--- src/sv/hdtm_ram.sv ---
// Generic single-write, single-read RAM with registered read data.
// No dependencies.
module hdtm_ram #(
  parameter int WIDTH = 8,
  parameter int DEPTH = 16
) (
  input  logic                     clk,
  input  logic                     we,
  input  logic [$clog2(DEPTH)-1:0] waddr,
  input  logic [WIDTH-1:0]         wdata,
  input  logic [$clog2(DEPTH)-1:0] raddr,
  output logic [WIDTH-1:0]         rdata
);

  logic [WIDTH-1:0] mem [DEPTH];

  always_ff @(posedge clk) begin
    if (we) begin
      mem[waddr] <= wdata;
    end
    rdata <= mem[raddr];
  end

endmodule

--- config.mk ---
export PLATFORM = sky130hd
export DESIGN_NAME = hdtm_ram
export DESIGN_NICKNAME = d
export VERILOG_FILES = /design/src/sv/hdtm_ram.sv
export SDC_FILE = /design/constraint.sdc
export NUM_CORES = 1
export LEC_CHECK = 0
export BUFFER_PORTS_ARGS = -buffer_cell sky130_fd_sc_hd__buf_4
export CAP_MARGIN = 15
export CELL_PAD_IN_SITES_DETAIL_PLACEMENT = 0
export CELL_PAD_IN_SITES_GLOBAL_PLACEMENT = 1
export CORE_MARGIN = 5
export CORE_UTILIZATION = 45
export CTS_CLUSTER_DIAMETER = 120
export CTS_CLUSTER_SIZE = 40
export DETAILED_ROUTE_END_ITERATION = 8
export PLACE_DENSITY = 0.68
export SLEW_MARGIN = 20
export SYNTH_ARGS = -nofsm -noshare
export SYNTH_HDL_FRONTEND = slang
export SYNTH_SLANG_ARGS = --single-unit
--- constraint.sdc ---
create_clock -name clk -period 1.95 [get_ports clk]
set_clock_uncertainty 0.1 [all_clocks]
set_input_delay 0 -clock clk [delete_from_list [all_inputs] [get_ports clk]]
set_output_delay 0 -clock clk [all_outputs]
set_load 0.02 [all_outputs]
==> run summary <==
WP data arrival -> 1.65 ns
Clk_lat worst skew -> 0.41 ns
Post-cts sizing count -> 0
Hold Fails Final Rpt -> 0
Clock Pin Slew Worst Setup and Hold Paths -> 0.05 ns
Vias/cell -> 5.42
Share of layout cells above drive strength 1 -> 0.308
Leak -> 2.15 nW
DR WL/cell -> 21.3 um
Area of the multi-input gates -> 0.00106 mm^2
Hold path start -> waddr[0]
Vert. Die Dim -> 117 um
CP max FO -> 1
Relative slew slack -> 0.591
Routed via count -> 2410
Global-route wire length before repair -> 14700 um
Post-Route Setup TNS -> 0 ns
CTS buffer count -> 17
Number of unique standard cell types used by synthesis -> 19
DRT Wirelength -> 9470 um
Maximum vdd drop -> 0.000591 V
Max clock buf depth -> 2
Status -> completed
Initial DRC count -> 245
Worst reg2reg setup slack -> 0.49 ns
Synthesis-stage register bit count -> 136
Hold Crit Class -> in2reg
CP max stage cell -> mux4_1
Ant diodes -> 0
Hold Crit Depth -> 3
Crit end category -> register
Largest net degree at the start of global routing -> 33
Crit-path cells -> mux4_1, a22oi_1, nand2_1
Kind of critical path -> reg2reg
Hold Path Sink -> mem[0][0]
Vias in the first global route -> 2482
DP Wirelength -> 5940 um
Synth Net Count -> 247
Filler instances -> 865
Drt drc -> 0
RePlAce Congestion -> 0.751
Reg2reg end -> rdata[2]
Gr ovfl total -> 0
Avg Cell Area, Syn -> 22.5 um^2
Max_cap viols -> 0
FMAX -> 684 MHz
Placeable Area -> 0.0113 mm^2
Clock sinks -> 136
Clk root buf -> clkbuf_16
Syn Std Cell Area -> 0.00515 mm^2
Unrepaired setup endpoints after global routing -> no
Worst r2r path cells -> 3
Reg-to-Reg Start -> mem[1][2]
Routed Antenna Nets -> 0
Part of the Yosys area used for sequential elements -> 0.778
# IOs -> 26
Synth warn -> 0
P&R area growth vs syn -> 21.9%
DRT Pass-1 Iters -> 4
Commonest cells after routing, fill and taps aside -> edfxtp_1, buf_4, mux4_2
Htree depth -> 4
Die Area -> 0.0137 mm^2
Crit path required time -> 2.14 ns
CTS tree -> done
Worst Setup Start Kind -> register
Final setup viols -> 0
Nets@finish -> 307
P per Cell Area -> 1100 mW/mm^2
Commonest non-fill, non-tap cell in the layout -> edfxtp_1
Effective utilization at floorplan -> 0.455
Core Rows -> 39
Initial antenna violation count -> 0
Register Area -> 0.00400 mm^2
Crit-path max cell delay -> 0.52 ns
Final period util -> 0.750
Worst hold slack -> 0.0111 ns
Worst slew pin tran -> 0.612 ns
Die X -> 117 um
Post-synthesis cell count -> 229
GRT Resource Usage Total -> 0.155
Pins Over Slew Limit -> 0
Post-layout min period -> 1.46 ns
Port-buffer cells -> 25
kinds of logic (layout without fill, tap and decap cells):
kind of cell    after synthesis  after routing  synth area share
buf+inv                      10             83            0.0168
simple gates                 35             35            0.0318
flops                       136            136             0.778
mux                          32             32             0.150
compound gates               16             16            0.0233
synth_stat cells:
cell / n / area, um^2
nand2_1: 9 / 33.8
nor2_1: 13 / 48.8
and2b_1: 1 / 7.51
buf_4: 1 / 7.51
buf_6: 3 / 33.8
dfxtp_1: 8 / 160
nand3b_1: 2 / 15.0
edfxtp_1: 128 / 3840
a22oi_1: 16 / 120
nand3_1: 1 / 5.00
nand2b_1: 2 / 12.5
buf_2: 3 / 15.0
nor2b_1: 1 / 6.26
and2_1: 1 / 6.26
or3b_2: 1 / 8.76
mux4_1: 14 / 368
nor3_1: 4 / 20.0
mux4_2: 18 / 405
clkdlybuf4s25_2: 3 / 30.0
timing repair:
item                      4_1_cts  5_1_grt
hold endpoints to repair      128        0
hold buffers                    8        0
buffers inserted                0        0
cell type report:
class / count / share of cell area
clock inverter: 13 / 0.0283
tap: 143 / 0.0285
sequential: 136 / 0.638
timing repair buffer: 51 / 0.0662
clock buffer: 19 / 0.0706
multi-input combinational: 83 / 0.168
worst max-delay path: cells and delay by family, from the launching register on:
family           cells  cell delay, ns
AO/OA/AOI/OAI        1            0.28
flip-flops           1            0.35
multiplexers         1            0.52
AND/OR/NAND/NOR      1            0.08
metrics by stage:
stage	utilization	setup slack, ns	std cells	area (um^2)	power, mW
final	0.554	0.488	445	6280	6.92
after global routing	0.554	0.435	445	6280	7.15
after CTS	0.554	0.453	445	6280	6.99
after detailed placement	0.492	0.284	405	5580	3.69
after global placement	0.492	0.282	405	5580	3.69
after floorplan	-	0.357	229	5150	3.53
metal layers:
metal,wire length (um),GRT usage
met5,0,0
met2,4640,0.230
met4,114,0.0711
met3,399,0.0411
met1,4310,0.218
power breakdown:
part | internal, mW | switching, mW | total [mW] | leakage [nW]
Combinational | 0.159 | 0.185 | 0.344 | 0.625
Clock | 2.16 | 1.13 | 3.29 | 0.302
Sequential | 3.27 | 0.0211 | 3.29 | 1.22
worst max path at each step:
stage	startpoint	cells past startpoint	end
final	mem[1][2]	3	rdata[2]
after global routing	mem[1][2]	3	rdata[2]
after CTS	mem[1][2]	3	rdata[2]
after detailed placement	raddr[0]	5	rdata[0]
after global placement	raddr[0]	5	rdata[0]
after floorplan	waddr[2]	2	mem[0][0]
registers in the layout, summed over array words and instances (netlist names):
name and cells:
rdata 8, mem 128
(Power assumes the default switching activity.)
