<file path="config.mk">
export PLATFORM = sky130hd
export DESIGN_NAME = hdtm_alu
export DESIGN_NICKNAME = d
export VERILOG_FILES = /design/src/sv/hdtm_pkg.sv /design/src/sv/hdtm_alu.sv
export SDC_FILE = /design/constraint.sdc
export NUM_CORES = 1
export LEC_CHECK = 0
export ABC_AREA = 0
export ABC_CLOCK_PERIOD_IN_PS = 3400
export BUFFER_PORTS_ARGS = -buffer_cell sky130_fd_sc_hd__buf_2
export CORE_UTILIZATION = 46
export DETAILED_ROUTE_END_ITERATION = 12
export PLACE_DENSITY = 0.78
export SLEW_MARGIN = 20
export SYNTH_ARGS = -nofsm -noshare
export SYNTH_HDL_FRONTEND = slang
export SYNTH_SLANG_ARGS = --single-unit
</file>
<file path="constraint.sdc">
create_clock -name vclk -period 3.4
set_clock_uncertainty 0.2 [all_clocks]
set_input_delay 0.51 -clock vclk [all_inputs]
set_output_delay 0.51 -clock vclk [all_outputs]
set_load 0.02 [all_outputs]
</file>
<file path="src/sv/hdtm_pkg.sv">
// Shared types and constants for the HPACK dynamic table manager.
// Used by the sequencer, shared ALU, top level and port checker.
package hdtm_pkg;

  localparam int LEN_W               = 13;
  localparam int HANDLE_W            = 32;
  localparam int ID_W                = 32;
  localparam int IDX_W               = 8;
  localparam int CNT_OUT_W           = 8;
  // name + value + overhead for any 13-bit lengths fits in 15 bits
  localparam int COST_W              = 15;
  localparam int ENTRY_OVERHEAD      = 32;
  localparam int DEF_MAX_TABLE_BYTES = 4096;
  localparam int DEF_ENTRY_DEPTH     = 128;

  typedef enum logic [1:0] {
    OP_INSERT = 2'd0,
    OP_RESIZE = 2'd1,
    OP_LOOKUP = 2'd2,
    OP_NONE   = 2'd3
  } op_t;

  typedef enum logic [1:0] {
    STATUS_OK         = 2'd0,
    STATUS_TOO_LARGE  = 2'd1,
    STATUS_BAD_INDEX  = 2'd2,
    STATUS_LIMIT_HIGH = 2'd3
  } status_t;

  typedef enum logic {
    ALU_ADD = 1'b0,
    ALU_SUB = 1'b1
  } alu_op_t;

  typedef enum logic [3:0] {
    ST_IDLE,
    ST_COST_A,
    ST_COST_B,
    ST_FIT,
    ST_LIMIT,
    ST_EV_TEST,
    ST_EV_DROP,
    ST_INSERT,
    ST_IDX,
    ST_LK_SUB,
    ST_LK_WRAP,
    ST_LK_READ,
    ST_LK_DATA,
    ST_RESP
  } state_t;

  typedef struct packed {
    logic [1:0]          operation;
    logic [LEN_W-1:0]    name_length;
    logic [LEN_W-1:0]    value_length;
    logic [HANDLE_W-1:0] entry_handle;
    logic [IDX_W-1:0]    lookup_index;
    logic [LEN_W-1:0]    new_limit;
  } in_item_t;

  typedef struct packed {
    logic [1:0]           status;
    logic [CNT_OUT_W-1:0] evicted_count;
    logic [HANDLE_W-1:0]  found_handle;
    logic [LEN_W-1:0]     found_name_length;
    logic [LEN_W-1:0]     found_value_length;
    logic [ID_W-1:0]      found_insert_id;
    logic [CNT_OUT_W-1:0] entries_held;
    logic [LEN_W-1:0]     bytes_held;
  } result_t;

  // one ring slot as held in the descriptor RAM
  typedef struct packed {
    logic [HANDLE_W-1:0] handle;
    logic [LEN_W-1:0]    name_len;
    logic [LEN_W-1:0]    value_len;
    logic [ID_W-1:0]     insert_id;
    logic [COST_W-1:0]   cost;
  } entry_t;

endpackage

</file>
<file path="src/sv/hdtm_alu.sv">
// Shared add/subtract unit with borrow flag for the table sequencer.
// Depends on hdtm_pkg for the operation code.
module hdtm_alu import hdtm_pkg::*; #(
  parameter int W = 16
) (
  input  alu_op_t      op,
  input  logic [W-1:0] a,
  input  logic [W-1:0] b,
  output logic [W-1:0] y,
  output logic         borrow
);

  logic [W:0] wide;

  always_comb begin
    case (op)
      ALU_ADD: wide = {1'b0, a} + {1'b0, b};
      ALU_SUB: wide = {1'b0, a} - {1'b0, b};
      default: wide = '0;
    endcase
    y = wide[W-1:0];
    // set when a < b on a subtract
    borrow = (op == ALU_SUB) ? wide[W] : 1'b0;
  end

endmodule

</file>
==> run metrics, run 1 <==
XOR/XNOR Fraction of Synth Area a little under 20%; largest net degree at the start of global routing 10; Seq/Total Area, Yosys 0%; mux contribution to synthesized area 1.758%; synthesized area 0.001139 mm2; Failed at global routing (5_1_grt); main combinational cell family by area after synthesis compound AO/OA/AOI/OAI gates; Synth Area in Adders between 20% and 30%; Err [ERROR DPL-0038] Utilization greater than 100%, impossible to legalize; worst setup endpoint GRT y[14]; # IOs 50; Synth Instances about 170; Die Wd just over 50 um; post-synth cell types 43; status aborted with a tool error; Post-Synth Simple-Gate Area ~25%; Syn Nets 216; Buffers on Ports 50; compound-gate portion of the synthesized area 29.34%; initial core utilization about 50%; Die Span Y 51.75 um; Row Count 17; Avg Synthesized Cell Area 6.901 um2; Ys Warns 0; worst ep type output port; Post-DP HPWL 3548 um; routability cong. 0.9019
[Yosys cell counts (2+ instances only)]
cell type / number / area (um2)
a21oi_1: 13 / 65.06
o211ai_2: 2 / 25.02
o21ai_0: 9 / 45.04
clkbuf_1: 3 / 11.26
nand2_1: 10 / 37.54
nor2b_1: 2 / 12.51
nand3_1: 3 / 15.01
nor3_1: 4 / 20.02
ha_1: 17 / 212.7
xnor2_1: 16 / 140.1
o21a_1: 3 / 22.52
xor2_1: 9 / 78.83
nand2b_1: 2 / 12.51
a21o_1: 4 / 30.03
or2_2: 2 / 12.51
o211ai_1: 2 / 15.01
inv_1: 11 / 41.29
o21ai_1: 3 / 15.01
nor2_1: 23 / 86.33
mux2i_1: 2 / 20.02
nor4_1: 3 / 18.77
[kinds of logic after synthesis]
kind of cell,Yosys count
simple gates,57
fa+ha+maj,18
buf+inv,14
mux,2
xor+xnor,25
compound gates,49
[metrics by stage]
stage	TNS [ps]	util, %	std cells	area (um2)	setup WS [ps]
floorplan	-78.02	-	165	1160	-78.02
global placement	-1365	80.81	294	1839	-287.5
detailed placement	-2532	80.81	294	1839	-405.5
CTS	-270.6	95.38	304	2171	-59.42
[repair_timing]
| item | 4_1_cts |
|---|---|
| setup buffers | 10 |
| pin swaps | 38 |
| setup endpoints to repair | 9 |
| hold buffers | 0 |
| gates resized for setup | 66 |
| endpoints found under the hold margin | 0 |
==> run 2, diff against run 1 <==
--- a/config.mk
+++ b/config.mk
@@ -6,11 +6,12 @@
 export NUM_CORES = 1
 export LEC_CHECK = 0
 export ABC_AREA = 0
-export ABC_CLOCK_PERIOD_IN_PS = 3400
+export ABC_CLOCK_PERIOD_IN_PS = 4400
 export BUFFER_PORTS_ARGS = -buffer_cell sky130_fd_sc_hd__buf_2
-export CORE_UTILIZATION = 46
+export CORE_AREA = 2 2 63 65
 export DETAILED_ROUTE_END_ITERATION = 12
-export PLACE_DENSITY = 0.78
+export DIE_AREA = 0 0 65 67
+export PLACE_DENSITY_LB_ADDON = 0.15
 export SLEW_MARGIN = 20
 export SYNTH_ARGS = -nofsm -noshare
 export SYNTH_HDL_FRONTEND = slang
==> constraint.sdc (replaced) <==
create_clock -name vclk -period 4.4
set_clock_uncertainty 0.2 [all_clocks]
set_input_delay 0.66 -clock vclk [all_inputs]
set_output_delay 0.66 -clock vclk [all_outputs]
set_load 0.02 [all_outputs]
==> run metrics, run 2 <==
mux contribution to synthesized area 1.758%; hold crit path type input pin to output pin; Post-DP HPWL approximately 2600 um; max-slew violation count 0; final wirelength roughly 3000 um; Setup crit start kind input pin; fin nets 265; Syn Nets about 220; clkbuf count 0; Final Hold Viols 0; Critical Path AT about 3200 ps; Cells after DPL 260; crit path time final 4057 ps; placed cell area 0.001438 mm2; max-cap check violation count 0; final period utilization 92.21%; largest net degree at the start of global routing 17; Avg Synthesized Cell Area ~6.9 um2; Critical Path Fanout Max 6; first-pass GRT wire length between 4000 and 5000 um; main combinational cell family by area after synthesis compound AO/OA/AOI/OAI gates; Vias between 1000 and 1500; PwrDens roughly 240 mW/mm2; vias in the first global route approximately 1200; Die Span Y 67 um; WL per Instance ~12 um; initial core utilization 31.58%; final setup vio count 0; commonest non-fill, non-tap cell in the layout buf_2; Seq/Total Area, Yosys 0%; final core utilization 40.11%; Crit. End Element output pin; Reg area 0 um2; routability cong. 0.8138; Buffers on Ports 50; Pre-antenna DRT Iters 4; peak supply drop a little over 0.1 mV; compound-gate portion of the synthesized area 29.34%; die area roughly 0.0044 mm2; total leakage power 0.7087 nW; share of cells above drive strength 1 around 29%; DRT iter0 DRCs 64; FFs & Latches 0; hold buffer count at cts 0; Slew headroom between 60% and 70%; # DRC 0; hold depth 4; most frequent cells in the layout 50 x buf_2, 23 x nor2_1, 17 x ha_1, 16 x xnor2_1, 12 x a21oi_1; total congestion overflow 0; Final Cell Area 0.001446 mm2; Area Overhead vs Synth 27.03%; FMAX 246.5 MHz; vias per cell between 4 and 5; initial antenna violation count 0; Antenna Nets Post-Route 0; Post-Synth Simple-Gate Area 24.62%; core area 0.003606 mm2; Die Wd 65 um; antenna diode instance count 0; Worst-Margin Slew roughly 460 ps; Synth Area in Adders a little over 20%; All-Layer GR Usage 13.64%; XOR/XNOR Fraction of Synth Area about a fifth; Row Count 22; # IOs 50; status completed; RSZ-0062 raised after global routing false; Synth Instances 165; CP Data Required Time between 3000 and 4000 ps; Synth top area share a little under a fifth; count leader, synth nor2_1; kind of critical path input pin to output pin; largest area contributor in the netlist ha_1; synthesized area 0.001139 mm2; setup TNS 0 ps; Ys Warns 0; top cells by area, synth ha_1 19%, xnor2_1 12%, nor2_1 7.6%, xor2_1 6.9%, a21oi_1 5.7%; commonest cells in the netlist 23 x nor2_1, 17 x ha_1, 16 x xnor2_1, 13 x a21oi_1, 11 x inv_1; final non-filler cell total 260; post-synth cell types 43
run 2: timing repair:
action / 4_1_cts / 5_1_grt
buffers inserted: 0 / 0
endpoints found under the setup margin: 0 / 1
resized for setup: 0 / 2
run 2: critical path: stages:
cell and delay [ps]:
buf_2 110, inv_1 50, ha_1 220, a31o_2 260
o21ai_0 160, nor2_1 110, xor2_1 150, ha_1 360
a21o_1 200, a21o_1 180, a21oi_2 180, mux2i_1 190
o21ai_0 90, nor2_1 100, buf_2 160
run 2: layout make-up:
type	count	area, um2
fillers	409	2160
inverters	11	41.29
multi-input cells	151	1095
well taps	48	60.06
repair buffers	50	250.2
run 2: layer usage:
| metal | part of all wire [%] | global-route usage, % |
|---|---|---|
| met4 | 0 | 0 |
| met1 | 50 | 18.52 |
| met3 | 3.3 | 0.1689 |
| met5 | 0 | 0 |
| met2 | 47 | 25.52 |
run 2: worst paths after layout:
| check | from | to | slack [ps] |
|---|---|---|---|
| worst min-delay path | b[0] | y[0] | 1530 |
| worst max-delay path | b[0] | y[15] | 340 |
run 2: kinds of logic (layout without fill, tap and decap cells):
| group | count (synthesis) | after routing |
|---|---|---|
| compound gates | 49 | 49 |
| xor+xnor | 25 | 25 |
| fa+ha+maj | 18 | 18 |
| buf+inv | 14 | 61 |
| mux | 2 | 2 |
| simple gates | 57 | 57 |
run 2: power breakdown:
group | internal, W | total [W] | switching, W | leakage [nW]
Combinational | 0.000139 | 0.000348 | 0.000208 | 0.709
Sequential | 0 | 0 | 0 | 0
Clock | 0 | 0 | 0 | 0
run 2: stage by stage:
| stage | hold slack (ps) | total power, W | setup slack [ps] |
|---|---|---|---|
| finish | 1528 | 0.0003475 | 342.9 |
| global route | 1563 | 0.0003843 | 77.79 |
| CTS | 1541 | 0.0003486 | 191.8 |
| detailed placement | 1533 | 0.0003470 | 204.4 |
| global placement | 1533 | 0.0003490 | 243.2 |
| floorplan | 1257 | 0.0002507 | 563.4 |
Power figures use the tool's default switching activity.
