## config.mk

```make
export PLATFORM = sky130hd
export DESIGN_NAME = hdtm_seq
export DESIGN_NICKNAME = d
export VERILOG_FILES = /design/src/sv/hdtm_pkg.sv /design/src/sv/hdtm_seq.sv
export SDC_FILE = /design/constraint.sdc
export NUM_CORES = 1
export LEC_CHECK = 0
export BUFFER_PORTS_ARGS = -buffer_cell sky130_fd_sc_hd__buf_4
export CAP_MARGIN = 15
export CORE_AREA = 5 5 187 189
export DETAILED_ROUTE_END_ITERATION = 8
export DIE_AREA = 0 0 192 194
export PLACE_DENSITY = 0.65
export SYNTH_ARGS = -nofsm -noshare
export SYNTH_HDL_FRONTEND = slang
export SYNTH_SLANG_ARGS = --single-unit
```

## constraint.sdc

```tcl
create_clock -name clk -period 5.39 [get_ports clk]
set_input_delay 0.2695 -clock clk [delete_from_list [all_inputs] [get_ports clk]]
set_output_delay 0.2695 -clock clk [all_outputs]
set_load 0.02 [all_outputs]
```

## src/sv/hdtm_pkg.sv

```systemverilog
// Shared types and constants for the HPACK dynamic table manager.
// Used by the sequencer, shared ALU, top level and port checker.
package hdtm_pkg;

  localparam int LEN_W               = 13;
  localparam int HANDLE_W            = 32;
  localparam int ID_W                = 32;
  localparam int IDX_W               = 8;
  localparam int CNT_OUT_W           = 8;
  // name + value + overhead for any 13-bit lengths fits in 15 bits
  localparam int COST_W              = 15;
  localparam int ENTRY_OVERHEAD      = 32;
  localparam int DEF_MAX_TABLE_BYTES = 4096;
  localparam int DEF_ENTRY_DEPTH     = 128;

  typedef enum logic [1:0] {
    OP_INSERT = 2'd0,
    OP_RESIZE = 2'd1,
    OP_LOOKUP = 2'd2,
    OP_NONE   = 2'd3
  } op_t;

  typedef enum logic [1:0] {
    STATUS_OK         = 2'd0,
    STATUS_TOO_LARGE  = 2'd1,
    STATUS_BAD_INDEX  = 2'd2,
    STATUS_LIMIT_HIGH = 2'd3
  } status_t;

  typedef enum logic {
    ALU_ADD = 1'b0,
    ALU_SUB = 1'b1
  } alu_op_t;

  typedef enum logic [3:0] {
    ST_IDLE,
    ST_COST_A,
    ST_COST_B,
    ST_FIT,
    ST_LIMIT,
    ST_EV_TEST,
    ST_EV_DROP,
    ST_INSERT,
    ST_IDX,
    ST_LK_SUB,
    ST_LK_WRAP,
    ST_LK_READ,
    ST_LK_DATA,
    ST_RESP
  } state_t;

  typedef struct packed {
    logic [1:0]          operation;
    logic [LEN_W-1:0]    name_length;
    logic [LEN_W-1:0]    value_length;
    logic [HANDLE_W-1:0] entry_handle;
    logic [IDX_W-1:0]    lookup_index;
    logic [LEN_W-1:0]    new_limit;
  } in_item_t;

  typedef struct packed {
    logic [1:0]           status;
    logic [CNT_OUT_W-1:0] evicted_count;
    logic [HANDLE_W-1:0]  found_handle;
    logic [LEN_W-1:0]     found_name_length;
    logic [LEN_W-1:0]     found_value_length;
    logic [ID_W-1:0]      found_insert_id;
    logic [CNT_OUT_W-1:0] entries_held;
    logic [LEN_W-1:0]     bytes_held;
  } result_t;

  // one ring slot as held in the descriptor RAM
  typedef struct packed {
    logic [HANDLE_W-1:0] handle;
    logic [LEN_W-1:0]    name_len;
    logic [LEN_W-1:0]    value_len;
    logic [ID_W-1:0]     insert_id;
    logic [COST_W-1:0]   cost;
  } entry_t;

endpackage

```

## src/sv/hdtm_seq.sv

```systemverilog
// Sequencer and table state for the HPACK dynamic table manager.
// Drives the shared ALU and the descriptor RAM; depends on hdtm_pkg.
module hdtm_seq import hdtm_pkg::*; #(
  parameter int MAX_TABLE_BYTES = DEF_MAX_TABLE_BYTES,
  parameter int ENTRY_DEPTH     = DEF_ENTRY_DEPTH,
  localparam int SLOT_W = $clog2(ENTRY_DEPTH),
  localparam int LIM_W  = $clog2(MAX_TABLE_BYTES + 1),
  localparam int ACC_W  = ((LIM_W > COST_W) ? LIM_W : COST_W) + 1
) (
  input  logic              clk,
  input  logic              rst,
  input  logic              start,
  input  in_item_t          item,
  output logic              busy,
  output logic              done,
  output result_t           result,
  output alu_op_t           alu_op,
  output logic [ACC_W-1:0]  alu_a,
  output logic [ACC_W-1:0]  alu_b,
  input  logic [ACC_W-1:0]  alu_y,
  input  logic              alu_borrow,
  output logic              ram_we,
  output logic [SLOT_W-1:0] ram_waddr,
  output entry_t            ram_wdata,
  output logic [SLOT_W-1:0] ram_raddr,
  input  entry_t            ram_rdata
);

  localparam int CNT_W = $clog2(ENTRY_DEPTH + 1);

  state_t             state, state_next;
  in_item_t           item_r;
  logic [SLOT_W-1:0]  newest_slot, oldest_slot, lk_slot;
  logic [CNT_W-1:0]   entry_count, evicted;
  logic [LIM_W-1:0]   used_bytes, size_limit, target;
  logic [ID_W-1:0]    next_id;
  logic [ACC_W-1:0]   tmp;
  logic [COST_W-1:0]  cost;
  logic               oversize, wrap;
  logic [1:0]         status;
  logic [HANDLE_W-1:0] f_handle;
  logic [LEN_W-1:0]   f_name, f_value;
  logic [ID_W-1:0]    f_id;
  logic               is_insert, force_full, evict_go, idx_bad;

  function automatic logic [SLOT_W-1:0] slot_inc(input logic [SLOT_W-1:0] s);
    return (s == SLOT_W'(ENTRY_DEPTH - 1)) ? '0 : s + SLOT_W'(1);
  endfunction

  assign is_insert  = (op_t'(item_r.operation) == OP_INSERT);
  // a full ring drops one more so the insert always has a slot
  assign force_full = is_insert && !oversize && (entry_count == CNT_W'(ENTRY_DEPTH));
  assign evict_go   = (entry_count != '0) && (alu_borrow || force_full);
  assign idx_bad    = (item_r.lookup_index == '0) || alu_borrow;

  always_ff @(posedge clk) begin
    if (rst) begin
      state <= ST_IDLE;
    end else begin
      state <= state_next;
    end
  end

  always_comb begin
    state_next = state;
    alu_op     = ALU_SUB;
    alu_a      = '0;
    alu_b      = '0;
    ram_raddr  = oldest_slot;
    case (state)
      ST_IDLE: begin
        if (start) begin
          case (op_t'(item.operation))
            OP_INSERT: state_next = ST_COST_A;
            OP_RESIZE: state_next = ST_LIMIT;
            OP_LOOKUP: state_next = ST_IDX;
            default:   state_next = ST_RESP;
          endcase
        end
      end
      ST_COST_A: begin
        alu_op     = ALU_ADD;
        alu_a      = ACC_W'(item_r.name_length);
        alu_b      = ACC_W'(item_r.value_length);
        state_next = ST_COST_B;
      end
      ST_COST_B: begin
        alu_op     = ALU_ADD;
        alu_a      = tmp;
        alu_b      = ACC_W'(ENTRY_OVERHEAD);
        state_next = ST_FIT;
      end
      ST_FIT: begin
        alu_a      = ACC_W'(size_limit);
        alu_b      = ACC_W'(cost);
        state_next = ST_EV_TEST;
      end
      ST_LIMIT: begin
        alu_a      = ACC_W'(MAX_TABLE_BYTES);
        alu_b      = ACC_W'(item_r.new_limit);
        state_next = alu_borrow ? ST_RESP : ST_EV_TEST;
      end
      ST_EV_TEST: begin
        // borrow means used_bytes > target; RAM read of the oldest slot goes out now
        alu_a = ACC_W'(target);
        alu_b = ACC_W'(used_bytes);
        if (evict_go) begin
          state_next = ST_EV_DROP;
        end else if (is_insert && !oversize) begin
          state_next = ST_INSERT;
        end else begin
          state_next = ST_RESP;
        end
      end
      ST_EV_DROP: begin
        alu_a      = ACC_W'(used_bytes);
        alu_b      = ACC_W'(ram_rdata.cost);
        state_next = ST_EV_TEST;
      end
      ST_INSERT: begin
        alu_op     = ALU_ADD;
        alu_a      = ACC_W'(used_bytes);
        alu_b      = ACC_W'(cost);
        state_next = ST_RESP;
      end
      ST_IDX: begin
        alu_a      = ACC_W'(entry_count);
        alu_b      = ACC_W'(item_r.lookup_index);
        state_next = idx_bad ? ST_RESP : ST_LK_SUB;
      end
      ST_LK_SUB: begin
        // newest + 1 - index, may go negative
        alu_a      = ACC_W'(newest_slot) + ACC_W'(1);
        alu_b      = ACC_W'(item_r.lookup_index);
        state_next = ST_LK_WRAP;
      end
      ST_LK_WRAP: begin
        alu_op     = ALU_ADD;
        alu_a      = tmp;
        alu_b      = wrap ? ACC_W'(ENTRY_DEPTH) : '0;
        state_next = ST_LK_READ;
      end
      ST_LK_READ: begin
        ram_raddr  = lk_slot;
        state_next = ST_LK_DATA;
      end
      ST_LK_DATA: state_next = ST_RESP;
      ST_RESP:    state_next = ST_IDLE;
      default:    state_next = ST_IDLE;
    endcase
  end

  always_ff @(posedge clk) begin
    if (rst) begin
      newest_slot <= '0;
      oldest_slot <= '0;
      entry_count <= '0;
      used_bytes  <= '0;
      size_limit  <= LIM_W'(MAX_TABLE_BYTES);
      next_id     <= '0;
    end else begin
      case (state)
        ST_IDLE: begin
          if (start) begin
            item_r   <= item;
            status   <= STATUS_OK;
            evicted  <= '0;
            oversize <= 1'b0;
            f_handle <= '0;
            f_name   <= '0;
            f_value  <= '0;
            f_id     <= '0;
          end
        end
        ST_COST_A: tmp  <= alu_y;
        ST_COST_B: cost <= COST_W'(alu_y);
        ST_FIT: begin
          if (alu_borrow) begin
            oversize <= 1'b1;
            target   <= '0;
          end else begin
            target <= LIM_W'(alu_y);
          end
        end
        ST_LIMIT: begin
          if (alu_borrow) begin
            status <= STATUS_LIMIT_HIGH;
          end else begin
            target <= LIM_W'(ACC_W'(item_r.new_limit));
          end
        end
        ST_EV_TEST: begin
          if (entry_count == '0) begin
            used_bytes <= '0;
          end
          if (!evict_go) begin
            if (oversize) begin
              status <= STATUS_TOO_LARGE;
            end else if (op_t'(item_r.operation) == OP_RESIZE) begin
              size_limit <= target;
            end
          end
        end
        ST_EV_DROP: begin
          used_bytes  <= alu_borrow ? '0 : LIM_W'(alu_y);
          entry_count <= entry_count - CNT_W'(1);
          oldest_slot <= slot_inc(oldest_slot);
          evicted     <= evicted + CNT_W'(1);
        end
        ST_INSERT: begin
          used_bytes  <= LIM_W'(alu_y);
          newest_slot <= slot_inc(newest_slot);
          if (entry_count == '0) begin
            oldest_slot <= slot_inc(newest_slot);
          end
          entry_count <= entry_count + CNT_W'(1);
          f_id        <= next_id;
          next_id     <= next_id + ID_W'(1);
        end
        ST_IDX: begin
          if (idx_bad) begin
            status <= STATUS_BAD_INDEX;
          end
        end
        ST_LK_SUB: begin
          tmp  <= alu_y;
          wrap <= alu_borrow;
        end
        ST_LK_WRAP: lk_slot <= SLOT_W'(alu_y);
        ST_LK_DATA: begin
          f_handle <= ram_rdata.handle;
          f_name   <= ram_rdata.name_len;
          f_value  <= ram_rdata.value_len;
          f_id     <= ram_rdata.insert_id;
        end
        default: ;
      endcase
    end
  end

  assign ram_we              = (state == ST_INSERT);
  assign ram_waddr           = slot_inc(newest_slot);
  assign ram_wdata.handle    = item_r.entry_handle;
  assign ram_wdata.name_len  = item_r.name_length;
  assign ram_wdata.value_len = item_r.value_length;
  assign ram_wdata.insert_id = next_id;
  assign ram_wdata.cost      = cost;

  assign busy = (state != ST_IDLE);
  assign done = (state == ST_RESP);

  assign result.status             = status;
  assign result.evicted_count      = CNT_OUT_W'(evicted);
  assign result.found_handle       = f_handle;
  assign result.found_name_length  = f_name;
  assign result.found_value_length = f_value;
  assign result.found_insert_id    = f_id;
  assign result.entries_held       = CNT_OUT_W'(entry_count);
  assign result.bytes_held         = LEN_W'(ACC_W'(used_bytes));

endmodule

```

==> results.txt <==
Cell row count: 67
# Max-Cap Violations: 0
Net Sw Power: 2.60 mW
Largest net degree at the start of global routing: 94
R2R Setup Slk: 1610 ps
Slew @ Worst Pin: 1140 ps
Clock period minus worst slack: 4130 ps
Combinational power share: 29.3%
Hold slack: 20.8 ps
First-iteration detailed-routing DRC count: 838
Post-synth net total: 1314
Starting Density: 41.1%
Via density: 5.28
Die height: 194 um
Critical path buffer and inverter count: 3
Pwr/cell area: 406 nW/um^2
CTS tree: yes
Most used cell, CP: buf_4
Worst R2R Path Depth: 6
Dpl hpwl: 33.1 mm
Post-CTS Resized: 0
Post-synth EDFFs: 234
Total grt overflow: 0
Worst min path class: input port to flop
Flops & latches, synth: 318
Reg-to-Reg Start: state[2]$_SDFFE_PP0N_
All-Layer GR Usage: 23.6%
Peak VDD IR: 0.267 mV
Vias in the first global route: 11043
CP delay by family, top: buffers and inverters
Most common cell after layout, fill and taps aside: buf_4
RSZ-0062 raised after global routing: false
Status: completed
Fraction of registers with async set/reset: 0%
Crit-path cells: nand4b_1 -> inv_1 -> buf_4 -> buf_4
Synth Area per Inst: 12.4 sq um
CP startpoint: state[2]$_SDFFE_PP0N_
WL per Instance: 22.2 um
Antenna viol nets, final: 0
Static Leak: 7.86 nW
Pint: 5.24 mW
Remaining DRCs: 0
Antenna violations before repair: 1
Area added between synthesis and finish: 42.2%
TNS Setup: 0 ps
Yosys cell types: 63
Placed instance count: 1923
Synth Area in Compound Gates: 11.7%
Final WL: 46.4 mm
WS Path Type: flop to output port
Non-Filler Instances: 2085
Endpoint class of the critical path: output port
Share of cells above drive strength 1: 35.3%
DR vias: 11016
Number of buffers created by CTS: 36
Relative slew margins: 23.9%
Clk_lat worst skew: 520 ps
Sw frac: 33.2%
Die area: 37200 sq um
Die width: 192 um
Number of port buffers: 480
Final core utilization: 58.4%
Clock skew: 14.6 ps
Simple-Gate Fraction of Synth Area: 12.9%
Placement Cell Area: 17300 sq um
CTS Buffer Depth: 3
Worst Setup Start Kind: flop
Final nets: 1828
Clock power share: 29.2%
Instance count on the critical path: 4
Root Buffer: clkbuf_16
Clock sinks: 318
TritonRoute pass-1 iters: 7
Slew Limit Fails: 0
Worst path max stage delay: 950 ps
First-pass GRT wire length: 68.2 mm
Slowest cell on the critical path: dfxtp_1
Synth Instances: 1094
Worst setup path end: ram_we
Commonest cells after routing, fill and taps aside: buf_4 (497), edfxtp_1 (234), nor2_1 (107)
Peak Freq: 242 MHz
Endpoints failing hold: 0
Gpl congestion: 0.845
Synth Cell Area: 13600 sq um
Final instance area: 19300 sq um
H-tree depth: 2
XOR/XNOR Fraction of Synth Area: 2.90%
Critical path required time: 5120 ps
Multiplexer area fraction after synthesis: 1.69%
IO Pins: 482
Crit Path Max Fanout: 30
Post-synth top flop: edfxtp_1
Synth Area in Adders: 1.34%
Worst Path Arrival: 3860 ps
Core box area: 33100 sq um
Ys Warns: 0
Largest family of logic cells by synthesized area: simple AND/OR/NAND/NOR gates
Sequential share of power: 41.5%
Final period utilization: 76.6%
Setup violators final: 0
Clock slew at reported path FFs: 60 ps
R2R Path End: entry_count[7]$_SDFFE_PP0N_
Seq/Total Area, Yosys: 64.0%
flip-flops by register name, indices dropped and copies added, names as in the netlist, 15 cells and up:
signal     flops
cost          15
f_handle      32
f_id          32
item_r        23
next_id       32
ram_wdata     58
tmp           16
metal layers:
layer | routed length, um | global-route usage, % | up-vias
met5 | 0 | 0 | -
li1 | - | - | 5058
met2 | 23100 | 41.0 | 578
met1 | 17200 | 28.1 | 5295
met4 | 1550 | 7.84 | 0
met3 | 4520 | 6.59 | 85
repair_timing:
action	CTS	global route
hold endpoints to repair	107	3
setup endpoints to repair	0	0
buffers inserted	0	0
hold buffers	93	1
cells by family (layout without fill, tap and decap cells):
kind of cell | count (synthesis) | count (layout)
other | 1 | 2
buffers and inverters | 130 | 672
AO/OA/AOI/OAI | 213 | 213
XOR/XNOR | 45 | 45
multiplexers | 22 | 22
adder cells (fa/ha/maj) | 14 | 14
AND/OR/NAND/NOR | 351 | 351
flip-flops | 318 | 318
Yosys cell counts, types with 3 or more instances:
library cell  instances  area [sq um]
buf_4                59           443
xnor2_1              15           131
a222oi_1             10           100
nand2b_1              4          25.0
a221oi_1              3          26.3
buf_2                11          55.1
and3_1               13          81.3
a211oi_1              7          52.6
a22oi_1              65           488
o22ai_1               3          18.8
a21oi_1              33           165
edfxtp_1            234          7030
or3_1                 7          43.8
nor3_1               12          60.1
buf_1                 5          18.8
ha_1                 13           163
a31oi_1               5          31.3
clkbuf_1             40           150
o2111ai_1             3          26.3
o21ai_0              13          65.1
o21ai_1               3          15.0
inv_1                13          48.8
mux2_2                8          90.1
mux2i_1              14           140
nand3_1              42           210
and4_1                4          35.0
nand4_1              14          87.6
nand2_1              56           210
nor4_1                8          50.1
a22o_1               46           403
dfxtp_1              84          1680
nor2b_1               7          43.8
nor2_1              111           417
xor2_1               30           263
and2_1               61           382
how the worst min path moves through the flow:
stage / from / to / slack [ps] / depth (start not counted)
after global placement: item[30] / ram_wdata[82]$_DFFE_PP_ / 450 / 1
final: alu_y[3] / cost[3]$_DFFE_PP_ / 20 / 1
after CTS: alu_y[1] / cost[1]$_DFFE_PP_ / 1 / 1
after global routing: alu_y[6] / tmp[6]$_DFFE_PP_ / 0.3 / 1
after detailed placement: item[65] / ram_wdata[59]$_DFFE_PP_ / 450 / 1
after floorplan: alu_y[0] / cost[0]$_DFFE_PP_ / 370 / 0
power by group through the flow:
stage / Clock (mW) / Combinational [mW] / Sequential, mW
6_report: 2.29 / 2.30 / 3.26
5_1_grt: 2.45 / 2.44 / 3.29
4_1_cts: 2.34 / 2.31 / 3.25
3_5_place_dp: 0 / 2.25 / 3.30
3_3_place_gp: 0 / 2.24 / 3.30
2_1_floorplan: 0 / 1.12 / 3.43
stage by stage:
stage,setup slack (ps),total power [mW]
after floorplan,457,4.55
after global placement,1730,5.54
after detailed placement,1610,5.55
after CTS,1210,7.90
after global routing,908,8.17
final,1260,7.85
area by class of cell:
| type | count | area, sq um |
|---|---|---|
| timing repair buffer | 592 | 4680 |
| sequential | 318 | 8710 |
| fill | 2647 | 13800 |
| clock inverter | 13 | 72.6 |
| clock buffer | 53 | 1030 |
| inverter | 14 | 52.6 |
| multi-input combinational | 646 | 4240 |
| tap | 448 | 561 |
| antenna | 1 | 2.50 |
worst register-to-register path, stage by stage, from the launching register on:
cell      delay (ps)
dfxtp_1          950
nand4b_1         880
ha_1             520
or4_1            540
o22ai_1          210
mux2i_1          210
mux2_2           350
Note: power is estimated with default switching activity, not from simulation.
